--- src/design/tct_pkg.sv ---
`default_nettype none

package tct_pkg;

   localparam int CMD_W    = 2;
   localparam int TMO_W    = 32;
   localparam int TYPE_W   = 3;
   localparam int TSC_W    = 64;
   localparam int STAT_W   = 3;
   localparam int FREQ_W   = 36;
   localparam int NUM_FREQ = 4;
   localparam int IDX_W    = 2;

   localparam logic [FREQ_W-1:0] FREQ_RESET = 36'd1000000000;

   localparam logic [CMD_W-1:0] CMD_START = 2'd0;
   localparam logic [CMD_W-1:0] CMD_POLL  = 2'd1;
   localparam logic [CMD_W-1:0] CMD_STOP  = 2'd2;
   localparam logic [CMD_W-1:0] CMD_RESET = 2'd3;

   localparam logic [TYPE_W-1:0] TYPE_UNDEF = 3'd0;
   localparam logic [TYPE_W-1:0] TYPE_HPET0 = 3'd1;
   localparam logic [TYPE_W-1:0] TYPE_HPET1 = 3'd2;
   localparam logic [TYPE_W-1:0] TYPE_PIT   = 3'd3;
   localparam logic [TYPE_W-1:0] TYPE_PM    = 3'd4;
   localparam logic [TYPE_W-1:0] TYPE_RTC   = 3'd5;

   localparam logic [STAT_W-1:0] STAT_OK      = 3'd0;
   localparam logic [STAT_W-1:0] STAT_EXPIRED = 3'd1;
   localparam logic [STAT_W-1:0] STAT_INVAL   = 3'd2;
   localparam logic [STAT_W-1:0] STAT_STATE   = 3'd3;
   localparam logic [STAT_W-1:0] STAT_UNSUP   = 3'd4;
   localparam logic [STAT_W-1:0] STAT_UNDEF   = 3'd5;

   typedef logic [TSC_W-1:0]  tsc_type;
   typedef logic [FREQ_W-1:0] freq_type;

endpackage

`default_nettype wire

--- src/design/tct_req_if.sv ---
`default_nettype none

interface tct_req_if;
   import tct_pkg::*;

   logic                     valid;
   logic                     ready;
   logic [CMD_W-1:0]         command;
   logic signed [TMO_W-1:0]  limit_ms;
   logic [TYPE_W-1:0]        tick_source;
   logic [TSC_W-1:0]         tsc_now;

   modport source (output valid, command, limit_ms, tick_source, tsc_now, input ready);
   modport sink   (input valid, command, limit_ms, tick_source, tsc_now, output ready);
endinterface

`default_nettype wire

--- src/design/tct_rsp_if.sv ---
`default_nettype none

interface tct_rsp_if;
   import tct_pkg::*;

   logic              valid;
   logic              ready;
   logic [STAT_W-1:0] status;

   modport source (output valid, status, input ready);
   modport sink   (input valid, status, output ready);
endinterface

`default_nettype wire

--- src/design/tct_div.sv ---
`default_nettype none

// Restoring radix-2 divider, one quotient bit per cycle.
// A zero divisor yields an all-ones quotient.
module tct_div (
   input  wire logic             clock,
   input  wire logic             reset,
   input  wire logic             start,
   input  wire tct_pkg::tsc_type  dividend,
   input  wire tct_pkg::freq_type divisor,
   output logic                  done,
   output tct_pkg::tsc_type      quotient
);
   import tct_pkg::*;

   localparam int CNT_W = $clog2(TSC_W);

   logic              busy_ff, busy_in;
   logic              done_ff, done_in;
   logic [CNT_W-1:0]  count_ff, count_in;
   tsc_type           quot_ff, quot_in;
   freq_type          rem_ff, rem_in;
   freq_type          div_ff, div_in;

   logic [FREQ_W:0]   trial;
   logic [FREQ_W:0]   diff;
   logic              ge;

   assign trial = {rem_ff, quot_ff[TSC_W-1]};
   assign ge    = trial >= {1'b0, div_ff};
   assign diff  = trial - {1'b0, div_ff};

   always_comb begin
      busy_in  = busy_ff;
      done_in  = 1'b0;
      count_in = count_ff;
      quot_in  = quot_ff;
      rem_in   = rem_ff;
      div_in   = div_ff;
      if (start) begin
         busy_in  = 1'b1;
         count_in = CNT_W'(TSC_W - 1);
         quot_in  = dividend;
         rem_in   = '0;
         div_in   = divisor;
      end else if (busy_ff) begin
         quot_in = {quot_ff[TSC_W-2:0], ge};
         rem_in  = ge ? diff[FREQ_W-1:0] : trial[FREQ_W-1:0];
         if (count_ff == '0) begin
            busy_in = 1'b0;
            done_in = 1'b1;
         end else begin
            count_in = count_ff - 1'b1;
         end
      end
   end

   always_ff @(posedge clock) begin
      if (reset) begin
         busy_ff  <= 1'b0;
         done_ff  <= 1'b0;
         count_ff <= '0;
      end else begin
         busy_ff  <= busy_in;
         done_ff  <= done_in;
         count_ff <= count_in;
      end
      quot_ff <= quot_in;
      rem_ff  <= rem_in;
      div_ff  <= div_in;
   end

   assign done     = done_ff;
   assign quotient = quot_ff;
endmodule

`default_nettype wire

--- src/design/timeout_countdown_timer.sv ---
`default_nettype none

// One-shot millisecond timeout timer. Each request item carries a command
// (start, poll, stop, reset), a timeout, a timer type and the current
// timestamp counter value; each request returns exactly one status item.
// Start and stop items, and polls of an idle or already expired timer, go
// from decode straight to the output register. A poll of a running timer
// goes through these steps in order: decode, form the timestamp delta, scale
// it by 1000 with shifts and subtracts (S_MUL_A, S_MUL_B), start the radix-2
// divider, wait in the divider that divides by the selected frequency until
// it finishes, update the remaining time and load the output register. A
// reset item of a running timer also stops and restarts the timer before the
// output register is loaded. The block takes one request at a time;
// req_if.ready is high only when it is idle. The status sits in an output
// register, so a new request is accepted while the previous status still
// waits to be taken. The user must set frequencies per timer type through
// the csr_ write port only while the block is idle; the block itself does not
// enforce this.
module timeout_countdown_timer (
   input  wire logic                          clock,
   input  wire logic                          reset,
   tct_req_if.sink                            req_if,
   tct_rsp_if.source                          rsp_if,
   input  wire logic                          csr_write_enable,
   input  wire logic [tct_pkg::IDX_W-1:0]     csr_index,
   input  wire tct_pkg::freq_type             csr_write_data
);
   import tct_pkg::*;

   localparam logic [3:0] S_IDLE     = 4'd0;
   localparam logic [3:0] S_DECODE   = 4'd1;
   localparam logic [3:0] S_DELTA    = 4'd2;
   localparam logic [3:0] S_MUL_A    = 4'd3;
   localparam logic [3:0] S_MUL_B    = 4'd4;
   localparam logic [3:0] S_DIV_GO   = 4'd5;
   localparam logic [3:0] S_DIV_WAIT = 4'd6;
   localparam logic [3:0] S_SUB      = 4'd7;
   localparam logic [3:0] S_TAIL     = 4'd8;
   localparam logic [3:0] S_DONE     = 4'd9;

   // Timer type check for start: ok, unsupported (rtc) or undefined.
   function automatic logic [STAT_W-1:0] type_check(input logic [TYPE_W-1:0] t);
      logic [STAT_W-1:0] s;
      case (t) inside
         TYPE_HPET0, TYPE_HPET1, TYPE_PIT, TYPE_PM: s = STAT_OK;
         TYPE_RTC:                                  s = STAT_UNSUP;
         default:                                   s = STAT_UNDEF;
      endcase
      return s;
   endfunction

   logic [3:0]              state_ff, state_in;

   // latched request item
   logic [CMD_W-1:0]        cmd_ff, cmd_in;
   logic [TMO_W-1:0]        tmo_ff, tmo_in;
   logic [TYPE_W-1:0]       type_ff, type_in;
   tsc_type                 tsc_ff, tsc_in;

   // timer state
   logic                    running_ff, running_in;
   logic                    expired_ff, expired_in;
   tsc_type                 remaining_ff, remaining_in;
   logic [TYPE_W-1:0]       active_type_ff, active_type_in;
   tsc_type                 last_tsc_ff, last_tsc_in;

   // poll datapath
   tsc_type                 ticks_ff, ticks_in;
   tsc_type                 prod_ff, prod_in;
   logic [STAT_W-1:0]       res_ff, res_in;

   // output register
   logic                    rsp_valid_ff, rsp_valid_in;
   logic [STAT_W-1:0]       rsp_status_ff, rsp_status_in;

   freq_type                freq_ff [NUM_FREQ];
   logic [IDX_W-1:0]        freq_sel;

   logic                    div_start;
   logic                    div_done;
   tsc_type                 div_quot;
   tsc_type                 rem_new;
   logic                    rem_expired;
   logic [STAT_W-1:0]       tc;

   assign freq_sel    = active_type_ff[IDX_W-1:0] - 1'b1;
   assign rem_new     = remaining_ff - div_quot;
   assign rem_expired = (rem_new == '0) || rem_new[TSC_W-1];
   assign tc          = type_check(type_ff);

   tct_div u_div (
      .clock    (clock),
      .reset    (reset),
      .start    (div_start),
      .dividend (prod_ff),
      .divisor  (freq_ff[freq_sel]),
      .done     (div_done),
      .quotient (div_quot)
   );

   always_comb begin
      state_in       = state_ff;
      cmd_in         = cmd_ff;
      tmo_in         = tmo_ff;
      type_in        = type_ff;
      tsc_in         = tsc_ff;
      running_in     = running_ff;
      expired_in     = expired_ff;
      remaining_in   = remaining_ff;
      active_type_in = active_type_ff;
      last_tsc_in    = last_tsc_ff;
      ticks_in       = ticks_ff;
      prod_in        = prod_ff;
      res_in         = res_ff;
      rsp_valid_in   = rsp_valid_ff && !rsp_if.ready;
      rsp_status_in  = rsp_status_ff;
      div_start      = 1'b0;

      unique case (state_ff)
         S_IDLE: begin
            // capture the request item
            if (req_if.valid) begin
               cmd_in   = req_if.command;
               tmo_in   = req_if.limit_ms;
               type_in  = req_if.tick_source;
               tsc_in   = req_if.tsc_now;
               state_in = S_DECODE;
            end
         end
         S_DECODE: begin
            state_in = S_DONE;
            unique case (cmd_ff) inside
               CMD_START: begin
                  if (tmo_ff[TMO_W-1]) begin
                     res_in = STAT_INVAL;
                  end else if (running_ff || expired_ff) begin
                     res_in = STAT_STATE;
                  end else if (tc != STAT_OK) begin
                     res_in = tc;
                  end else begin
                     // arm the timer
                     remaining_in   = {{(TSC_W-TMO_W){1'b0}}, tmo_ff};
                     active_type_in = type_ff;
                     last_tsc_in    = tsc_ff;
                     running_in     = 1'b1;
                     res_in         = STAT_OK;
                  end
               end
               CMD_STOP: begin
                  running_in     = 1'b0;
                  expired_in     = 1'b0;
                  active_type_in = TYPE_UNDEF;
                  remaining_in   = '0;
                  res_in         = STAT_OK;
               end
               CMD_POLL, CMD_RESET: begin
                  if (!running_ff) begin
                     // not running: report and leave everything alone
                     res_in = STAT_STATE;
                  end else if (expired_ff) begin
                     res_in = STAT_EXPIRED;
                     if (cmd_ff == CMD_RESET) begin
                        state_in = S_TAIL;
                     end
                  end else begin
                     state_in = S_DELTA;
                  end
               end
               default: begin
                  res_in = STAT_OK;
               end
            endcase
         end
         S_DELTA: begin
            ticks_in = tsc_ff - last_tsc_ff;
            state_in = S_MUL_A;
         end
         S_MUL_A: begin
            // ticks * 1000 = ticks*1024 - ticks*16 - ticks*8, modulo 2^64
            prod_in  = (ticks_ff << 10) - (ticks_ff << 4);
            state_in = S_MUL_B;
         end
         S_MUL_B: begin
            prod_in  = prod_ff - (ticks_ff << 3);
            state_in = S_DIV_GO;
         end
         S_DIV_GO: begin
            div_start = 1'b1;
            state_in  = S_DIV_WAIT;
         end
         S_DIV_WAIT: begin
            if (div_done) begin
               state_in = S_SUB;
            end
         end
         S_SUB: begin
            // subtract elapsed ms, latch expiry at or below zero
            remaining_in = rem_new;
            last_tsc_in  = tsc_ff;
            expired_in   = rem_expired;
            res_in       = rem_expired ? STAT_EXPIRED : STAT_OK;
            state_in     = (cmd_ff == CMD_RESET) ? S_TAIL : S_DONE;
         end
         S_TAIL: begin
            // reset command: stop, then start; a start error overrides the poll status
            running_in     = 1'b0;
            expired_in     = 1'b0;
            active_type_in = TYPE_UNDEF;
            remaining_in   = '0;
            if (tmo_ff[TMO_W-1]) begin
               res_in = STAT_INVAL;
            end else if (tc != STAT_OK) begin
               res_in = tc;
            end else begin
               remaining_in   = {{(TSC_W-TMO_W){1'b0}}, tmo_ff};
               active_type_in = type_ff;
               last_tsc_in    = tsc_ff;
               running_in     = 1'b1;
            end
            state_in = S_DONE;
         end
         S_DONE: begin
            // hold until the output register is free
            if (!rsp_valid_ff || rsp_if.ready) begin
               rsp_valid_in  = 1'b1;
               rsp_status_in = res_ff;
               state_in      = S_IDLE;
            end
         end
         default: begin
            state_in = S_IDLE;
         end
      endcase
   end

   always_ff @(posedge clock) begin
      if (reset) begin
         state_ff       <= S_IDLE;
         running_ff     <= 1'b0;
         expired_ff     <= 1'b0;
         remaining_ff   <= '0;
         active_type_ff <= TYPE_UNDEF;
         last_tsc_ff    <= '0;
         rsp_valid_ff   <= 1'b0;
      end else begin
         state_ff       <= state_in;
         running_ff     <= running_in;
         expired_ff     <= expired_in;
         remaining_ff   <= remaining_in;
         active_type_ff <= active_type_in;
         last_tsc_ff    <= last_tsc_in;
         rsp_valid_ff   <= rsp_valid_in;
      end
      cmd_ff        <= cmd_in;
      tmo_ff        <= tmo_in;
      type_ff       <= type_in;
      tsc_ff        <= tsc_in;
      ticks_ff      <= ticks_in;
      prod_ff       <= prod_in;
      res_ff        <= res_in;
      rsp_status_ff <= rsp_status_in;
   end

   // frequency registers, one per supported timer type
   always_ff @(posedge clock) begin
      if (reset) begin
         for (int i = 0; i < NUM_FREQ; i++) begin
            freq_ff[i] <= FREQ_RESET;
         end
      end else if (csr_write_enable) begin
         freq_ff[csr_index] <= csr_write_data;
      end
   end

   assign req_if.ready  = (state_ff == S_IDLE);
   assign rsp_if.valid  = rsp_valid_ff;
   assign rsp_if.status = rsp_status_ff;
endmodule

`default_nettype wire
--- src/flat_wrapper.sv ---
// flat-port wrapper written by rule: the top's interface ports become plain ports
module timeout_countdown_timer_flat import tct_pkg::*;
  (clock, reset, csr_write_enable, csr_index, csr_write_data, req_if_valid, req_if_command, req_if_limit_ms, req_if_tick_source, req_if_tsc_now, req_if_ready, rsp_if_valid, rsp_if_status, rsp_if_ready);
  tct_req_if req_if_i ();
  tct_rsp_if rsp_if_i ();
  input  wire logic clock;
  input  wire logic reset;
  input  wire logic csr_write_enable;
  input  wire logic [tct_pkg::IDX_W-1:0] csr_index;
  input  wire tct_pkg::freq_type csr_write_data;
  input wire logic [$bits(req_if_i.valid)-1:0] req_if_valid;
  input wire logic [$bits(req_if_i.command)-1:0] req_if_command;
  input wire logic [$bits(req_if_i.limit_ms)-1:0] req_if_limit_ms;
  input wire logic [$bits(req_if_i.tick_source)-1:0] req_if_tick_source;
  input wire logic [$bits(req_if_i.tsc_now)-1:0] req_if_tsc_now;
  output wire logic [$bits(req_if_i.ready)-1:0] req_if_ready;
  output wire logic [$bits(rsp_if_i.valid)-1:0] rsp_if_valid;
  output wire logic [$bits(rsp_if_i.status)-1:0] rsp_if_status;
  input wire logic [$bits(rsp_if_i.ready)-1:0] rsp_if_ready;
  assign req_if_i.valid = req_if_valid;
  assign req_if_i.command = req_if_command;
  assign req_if_i.limit_ms = req_if_limit_ms;
  assign req_if_i.tick_source = req_if_tick_source;
  assign req_if_i.tsc_now = req_if_tsc_now;
  assign req_if_ready = req_if_i.ready;
  assign rsp_if_valid = rsp_if_i.valid;
  assign rsp_if_status = rsp_if_i.status;
  assign rsp_if_i.ready = rsp_if_ready;
  timeout_countdown_timer u_core (.clock(clock), .reset(reset), .req_if(req_if_i), .rsp_if(rsp_if_i), .csr_write_enable(csr_write_enable), .csr_index(csr_index), .csr_write_data(csr_write_data));
endmodule
--- config.mk ---
export PLATFORM = sky130hd
export DESIGN_NAME = timeout_countdown_timer_flat
export DESIGN_NICKNAME = d
export VERILOG_FILES = /design/src/design/tct_pkg.sv /design/src/design/tct_req_if.sv /design/src/design/tct_rsp_if.sv /design/src/design/tct_div.sv /design/src/design/timeout_countdown_timer.sv /design/src/flat_wrapper.sv
export SDC_FILE = /design/constraint.sdc
export NUM_CORES = 1
export LEC_CHECK = 0
export CAP_MARGIN = 10
export CORE_MARGIN = 4
export CORE_UTILIZATION = 45
export DETAILED_ROUTE_END_ITERATION = 7
export DONT_BUFFER_PORTS = 1
export SLEW_MARGIN = 20
export SYNTH_ARGS = -nofsm -noshare
export SYNTH_HDL_FRONTEND = slang
export SYNTH_HIERARCHICAL = 1
export SYNTH_SLANG_ARGS = --single-unit
--- constraint.sdc ---
create_clock -name clock -period 6.15 [get_ports clock]
set_input_delay 0.3075 -clock clock [delete_from_list [all_inputs] [get_ports clock]]
set_output_delay 0.3075 -clock clock [all_outputs]
set_load 0.1 [all_outputs]
Word level (Yosys, flattened, before mapping):

Memories as Yosys holds them, arrays and structs flattened. A register that Yosys moved wholly into a read port is not among the register bits.
Index checks and enable logic that the tools add are counted.

* memory bits (writable): 144
* bits in registers: 477
* memories: 1
* word-level logic and storage cells: 161
* output and inout port bits: 5

Memories
* u_core.freq_ff: words 4, bits a word 36, read ports 1, clocked after Yosys merged registers in 1, wr ports 4, line timeout_countdown_timer.sv:76 `freq_type freq_ff [NUM_FREQ];`

* magnitude comparators: 1
* add/sub/neg operators: 7
* reduce and logical (&&, ||, !) cells: 28
* bitwise gates (word level): 1
* eq/ne operators: 32
* mux-type cells: 71

Operator list (count)
* 2-to-1 mux 64 bit: 11
* one-hot mux 64 bit (3 select lines): 2
* one-hot mux 64 bit (2 select lines): 2
* subtractor 64 bit: 3
* 2-to-1 mux 36 bit: 2
* logical NOT 64 bit: 1
* subtractor 61 bit: 1
* one-hot mux 4 bit (10 select lines): 1
* greater-or-equal comparator 37 x 36 -> 1 bit: 1
* OR reduction 36 bit: 1
* subtractor 36 bit: 1
* 2-to-1 mux 31 bit: 1
* 2-to-1 mux 3 bit: 8
* 2-to-1 mux 4 bit: 6
* 2-to-1 mux 1 bit: 22
* 2-to-1 mux 6 bit: 3
* == test 4 x 3 -> 1 bit, second input constant: 4
* AND reduction 5 bit: 3
* 2-to-1 mux 2 bit: 6
* inequality test 2 bit, second input constant: 5
* inequality test 3 bit, second input constant: 3
* one-hot mux 3 bit (3 select lines): 1
* == test 4 x 2 -> 1 bit, second input constant: 2
* == test 4 bit, second input constant: 2
* 29 further kinds: 48

Logic depth before layout (Yosys ltp):

* word-level depth: 9
* depth in mapped cells: 16
* gate-level depth less buffers: 16

Hierarchy:

The synthesis kept the hierarchy.

Modules (own cells, without submodules)
* timeout_countdown_timer: instances 1, seq. area each 13793.2 um^2, area an instance 32527.4 um^2, cells an instance 3437
* tct_div: instances 1, seq. area each 3883.7 um^2, area an instance 8049.0 um^2, cells an instance 757

Least setup slack after synthesis:

No wires, ideal clock.

* kind: register -> register
* start: register u_core.state_ff[2]
* end: register u_core.cmd_ff[0], enable pin
* library setup time: 0.466 ns
* path slack: -0.407 ns
* clock period less this slack: 6.557 ns
* arrival time: 6.091 ns
* cell stages (with the launch flop): 4
* buffers on the path: 1
* cell sequence: dfxtp_1 -> clkbuf_1 -> nor4_1 -> and2_1

* word-level cells in the longest chain between the ends: 2

RTL lines
* start: declaration: line timeout_countdown_timer.sv:52 `logic [3:0] state_ff, state_in;`
* start signal: assignment: line timeout_countdown_timer.sv:246 `state_ff <= state_in;`
* logical NOT 4 bit
* named net req_if_ready: line flat_wrapper.sv:16 `output wire logic [$bits(req_if_i.ready)-1:0] req_if_ready;`
* AND reduction 2 bit (no source line)
* end signal: assignment: line timeout_countdown_timer.sv:254 `cmd_ff <= cmd_in;`
* end: declaration: line timeout_countdown_timer.sv:55 `logic [CMD_W-1:0] cmd_ff, cmd_in;`

The timed path passes the listed nets, and every way through them passes these cells.
A chain may end at the register's enable or synchronous reset.

Worst setup path after layout:

* start: register u_core.u_div.quot_ff[9], in the netlist u_core/u_div/quotient[9]
* end: register u_core.res_ff[0], data pin

* word-level cells in the longest chain between the ends: 5

RTL lines
* start: declaration: line tct_div.sv:21 `tsc_type quot_ff, quot_in;`
* start signal: assignment: line tct_div.sv:68 `quot_ff <= quot_in;`
* subtractor 64 bit (*): line timeout_countdown_timer.sv:87 `assign rem_new = remaining_ff - div_quot;`
* logical NOT 64 bit: line timeout_countdown_timer.sv:88 `assign rem_expired = (rem_new == '0) || rem_new[TSC_W-1];`
* logical OR 1 bit (*): line timeout_countdown_timer.sv:88
* 2-to-1 mux 1 bit (*): line timeout_countdown_timer.sv:201 `res_in = rem_expired ? STAT_EXPIRED : STAT_OK;`
* one-hot mux 3 bit (3 select lines) (*): line timeout_countdown_timer.sv:119 `unique case (state_ff)`
* named net u_core.res_in[0]: line timeout_countdown_timer.sv:70 `logic [STAT_W-1:0] res_ff, res_in;`
* end signal: assignment: line timeout_countdown_timer.sv:260 `res_ff <= res_in;`
* end: declaration: line timeout_countdown_timer.sv:70

The timed path passes the listed nets; every way through them passes the cells marked *.

==> flow_summary.json <==
{
  "outcome": "complete, no violations",
  "fin_crit_ns": 4.95,
  "path_class": "reg -> reg",
  "drtPass1Iterations": 7,
  "drc": 0,
  "ys_types": 96,
  "die_x_um": 308,
  "antenna_found_initial": 4,
  "tightest_slew_ns": 1.09,
  "gr-total-overflow": 0,
  "cellLeakagePower_nw": 17.5,
  "max-cap-violations": 0,
  "yosysMostFrequentCell": "edfxtp_1",
  "synth_edf_count": 470,
  "hold_viol": 0,
  "grt_max_degree": 144,
  "async_reset_ff_share_pct": 0,
  "via_per_inst": 5.67,
  "holdPathStages": 2,
  "cts.clk_slew.worst_paths_ns": 0.06,
  "rsz0062_at_grt": "no",
  "fmax_mhz": 202,
  "yosysTopAreaCell": "edfxtp_1",
  "ys_top_cells_by_area": "edfxtp_1 (35%), dfxtp_1 (8.8%), ha_1 (8.5%)",
  "syn_area_um2": 40600,
  "power_mw": 12.8,
  "cts_root_buf": "clkbuf_16",
  "drt_iter0_markers": 2476,
  "core-area_um2": 88900,
  "cts_buffers": 76,
  "post-route-period-util_pct": 80.5,
  "grt_pass1_wl_um": 163000,
  "worstReg2RegStart": "u_core/u_div/quotient[9]",
  "rows": 109,
  "cts.sinks": 648,
  "dieArea_um2": 95000,
  "dp.cells": 5203,
  "avgRoutedWirePerCell_um": 18.8,
  "place_congestion": 0.914,
  "r2r_end": "u_core/res_ff[0]",
  "cp-start-kind": "flip-flop",
  "ios": 149,
  "hp-class": "in -> reg",
  "endpoint_kind": "flip-flop",
  "setup_viol": 0,
  "synth.top_cells.by_count": "edfxtp_1 (470), a21oi_1 (403), nand2_1 (382)",
  "ff2ff_path_depth": 15,
  "ir_drop_mv": 0.275,
  "ctsResizeCount": 0,
  "ant_nets": 0,
  "post_cts_buffers": 0,
  "dp_hpwl_um": 74400,
  "slew_viol_final": 0,
  "p_per_area_nw_per_um2": 281,
  "synth_top_area_share_pct": 34.8,
  "drt_wl_total_um": 103000,
  "grt_usage_pct": 21.3,
  "yosys_warnings": 6,
  "fin_nets": 4677,
  "synthCells": 4194,
  "crit_fanout": 7,
  "min_from": "reset",
  "die_h_um": 308,
  "clkLatencyLatePin_ns": 0.65,
  "layout-drive-gt1-share_pct": 7.28,
  "fin_tns_setup_ns": 0,
  "grt_pass1_vias": 29860,
  "vias": 31117,
  "syn2layout_area_growth_pct": 12.4,
  "ys.flop_type": "edfxtp_1",
  "tritoncts": "built",
  "clockBufferDepth": 3,
  "cts_max_level": 3,
  "r2r_slack_ns": 1.20,
  "min_to": "u_core/freq_ff[3][14]",
  "critical_path_required_ns": 6.65,
  "io_buffers": 0,
  "synth_seq_cells": 648,
  "syn_area_per_cell_um2": 9.67,
  "seq_area_frac_synth_pct": 43.6,
  "start_util_pct": 45.6,
  "max_slew_margin_pct": 27.1,
  "fin_worst_skew_ns": 0.0338,
  "cp.arrival_ns": 5.45,
  "final_cells": 5484
}
==> placed cells by master (no fill, tap or decap), types with 35 or more instances in the layout <==
master           n
nand2b_1        95
nor3_1          44
dfxtp_1        174
xor2_1          94
nand4_1         61
a21oi_1        402
and2_1         116
nor2_1         311
mux2_2          69
xnor2_1        146
nand2_1        381
dlygate4sd3_1  136
o21bai_1        45
a21o_1         134
o21a_1          50
inv_1          287
ha_1           276
mux4_2          36
clkbuf_16       79
and3_1          37
o21ai_0        202
nor2b_1         41
edfxtp_1       470
a211oi_1        35
nand3_1         68
==> cell families (layout without fill, tap and decap cells) <==
kind of cell | after synthesis | count (layout) | synth area share, %
flops | 648 | 648 | 43.6
simple gates | 1267 | 1267 | 15.1
buf+inv | 471 | 590 | 4.46
fa+ha+maj | 280 | 280 | 8.71
other cells | 1 | 7 | 0.00924
compound gates | 1169 | 1169 | 18.7
mux | 118 | 118 | 4.23
xor+xnor | 240 | 240 | 5.18
==> worst max path at each step <==
stage,to,from,cells after the start
finish,u_core/res_ff[0],u_core/u_div/quotient[9],15
global route,u_core/prod_ff[63],u_core/ticks_ff[0],15
CTS,u_core/prod_ff[63],u_core/ticks_ff[0],15
detailed placement,u_core/prod_ff[63],u_core/ticks_ff[0],15
global placement,u_core/prod_ff[63],u_core/ticks_ff[0],15
floorplan,u_core/ticks_ff[0],u_core/state_ff[1],3
==> timing repair <==
item	4_1_cts	5_1_grt
endpoints found under the setup margin	0	0
hold buffers	137	0
endpoints found under the hold margin	387	0
==> registers in the layout, indices dropped and copies added (netlist names), 3 cells and up <==
name                   flops
u_core/remaining_ff       64
u_core/res_ff              3
u_core/u_div/rem_ff       36
u_core/rsp_if.status       3
u_core/ticks_ff           61
u_core/state_ff            4
u_core/u_div/count_ff      6
u_core/freq_ff           144
u_core/last_tsc_ff        61
u_core/u_div/quotient     64
u_core/tmo_ff             32
u_core/tsc_ff             61
u_core/type_ff             3
u_core/u_div/div_ff       36
u_core/prod_ff            61
==> routing by layer <==
metal  part of all wire (%)  GRT usage [%]
met1                     48           30.9
met2                     45           33.7
met3                    5.0           2.88
met4                    2.1           5.94
met5                  0.012              0
==> critical path: stages (launching register included) <==
cell	delay, ns
edfxtp_1	0.39
inv_1	0.06
ha_1	0.39
and4_1	0.33
nor4b_1	0.43
o211ai_1	0.18
nand3_1	0.23
a21oi_1	0.14
o21ai_0	0.69
a21boi_0	0.30
xnor2_1	0.21
or3_1	0.31
nor4_1	0.48
nand4_1	0.16
o41a_1	0.36
o21ai_1	0.13
==> stage by stage <==
step / instance area, um2 / util [%] / hold slack (ns) / setup WS, ns
floorplan: 40600 / - / 0.400 / 0.706
global placement: 41600 / 46.8 / 0.398 / 1.41
detailed placement: 41600 / 46.8 / 0.399 / 1.38
CTS: 45600 / 51.3 / 0.00817 / 1.31
global route: 45600 / 51.3 / 0.0569 / 1.06
finish: 45600 / 51.3 / 0.0658 / 1.20
==> power breakdown <==
group          internal [mW]  total, mW  leakage, nW  switching (mW)
Combinational           1.15       2.84         10.4            1.69
Sequential              5.10       5.30         5.84           0.199
Clock                   2.82       4.66         1.26            1.84
==> final cells by class <==
type	count	area (um2)
Fill cell	8235	43300
Multi-Input combinational cell	3077	21200
Sequential cell	648	17700
Clock buffer	101	2120
Timing Repair Buffer	163	1580
Tap cell	1165	1460
Inverter	287	1080
Clock inverter	39	482
Antenna cell	4	10.0
Note: power is estimated with default switching activity, not from simulation.
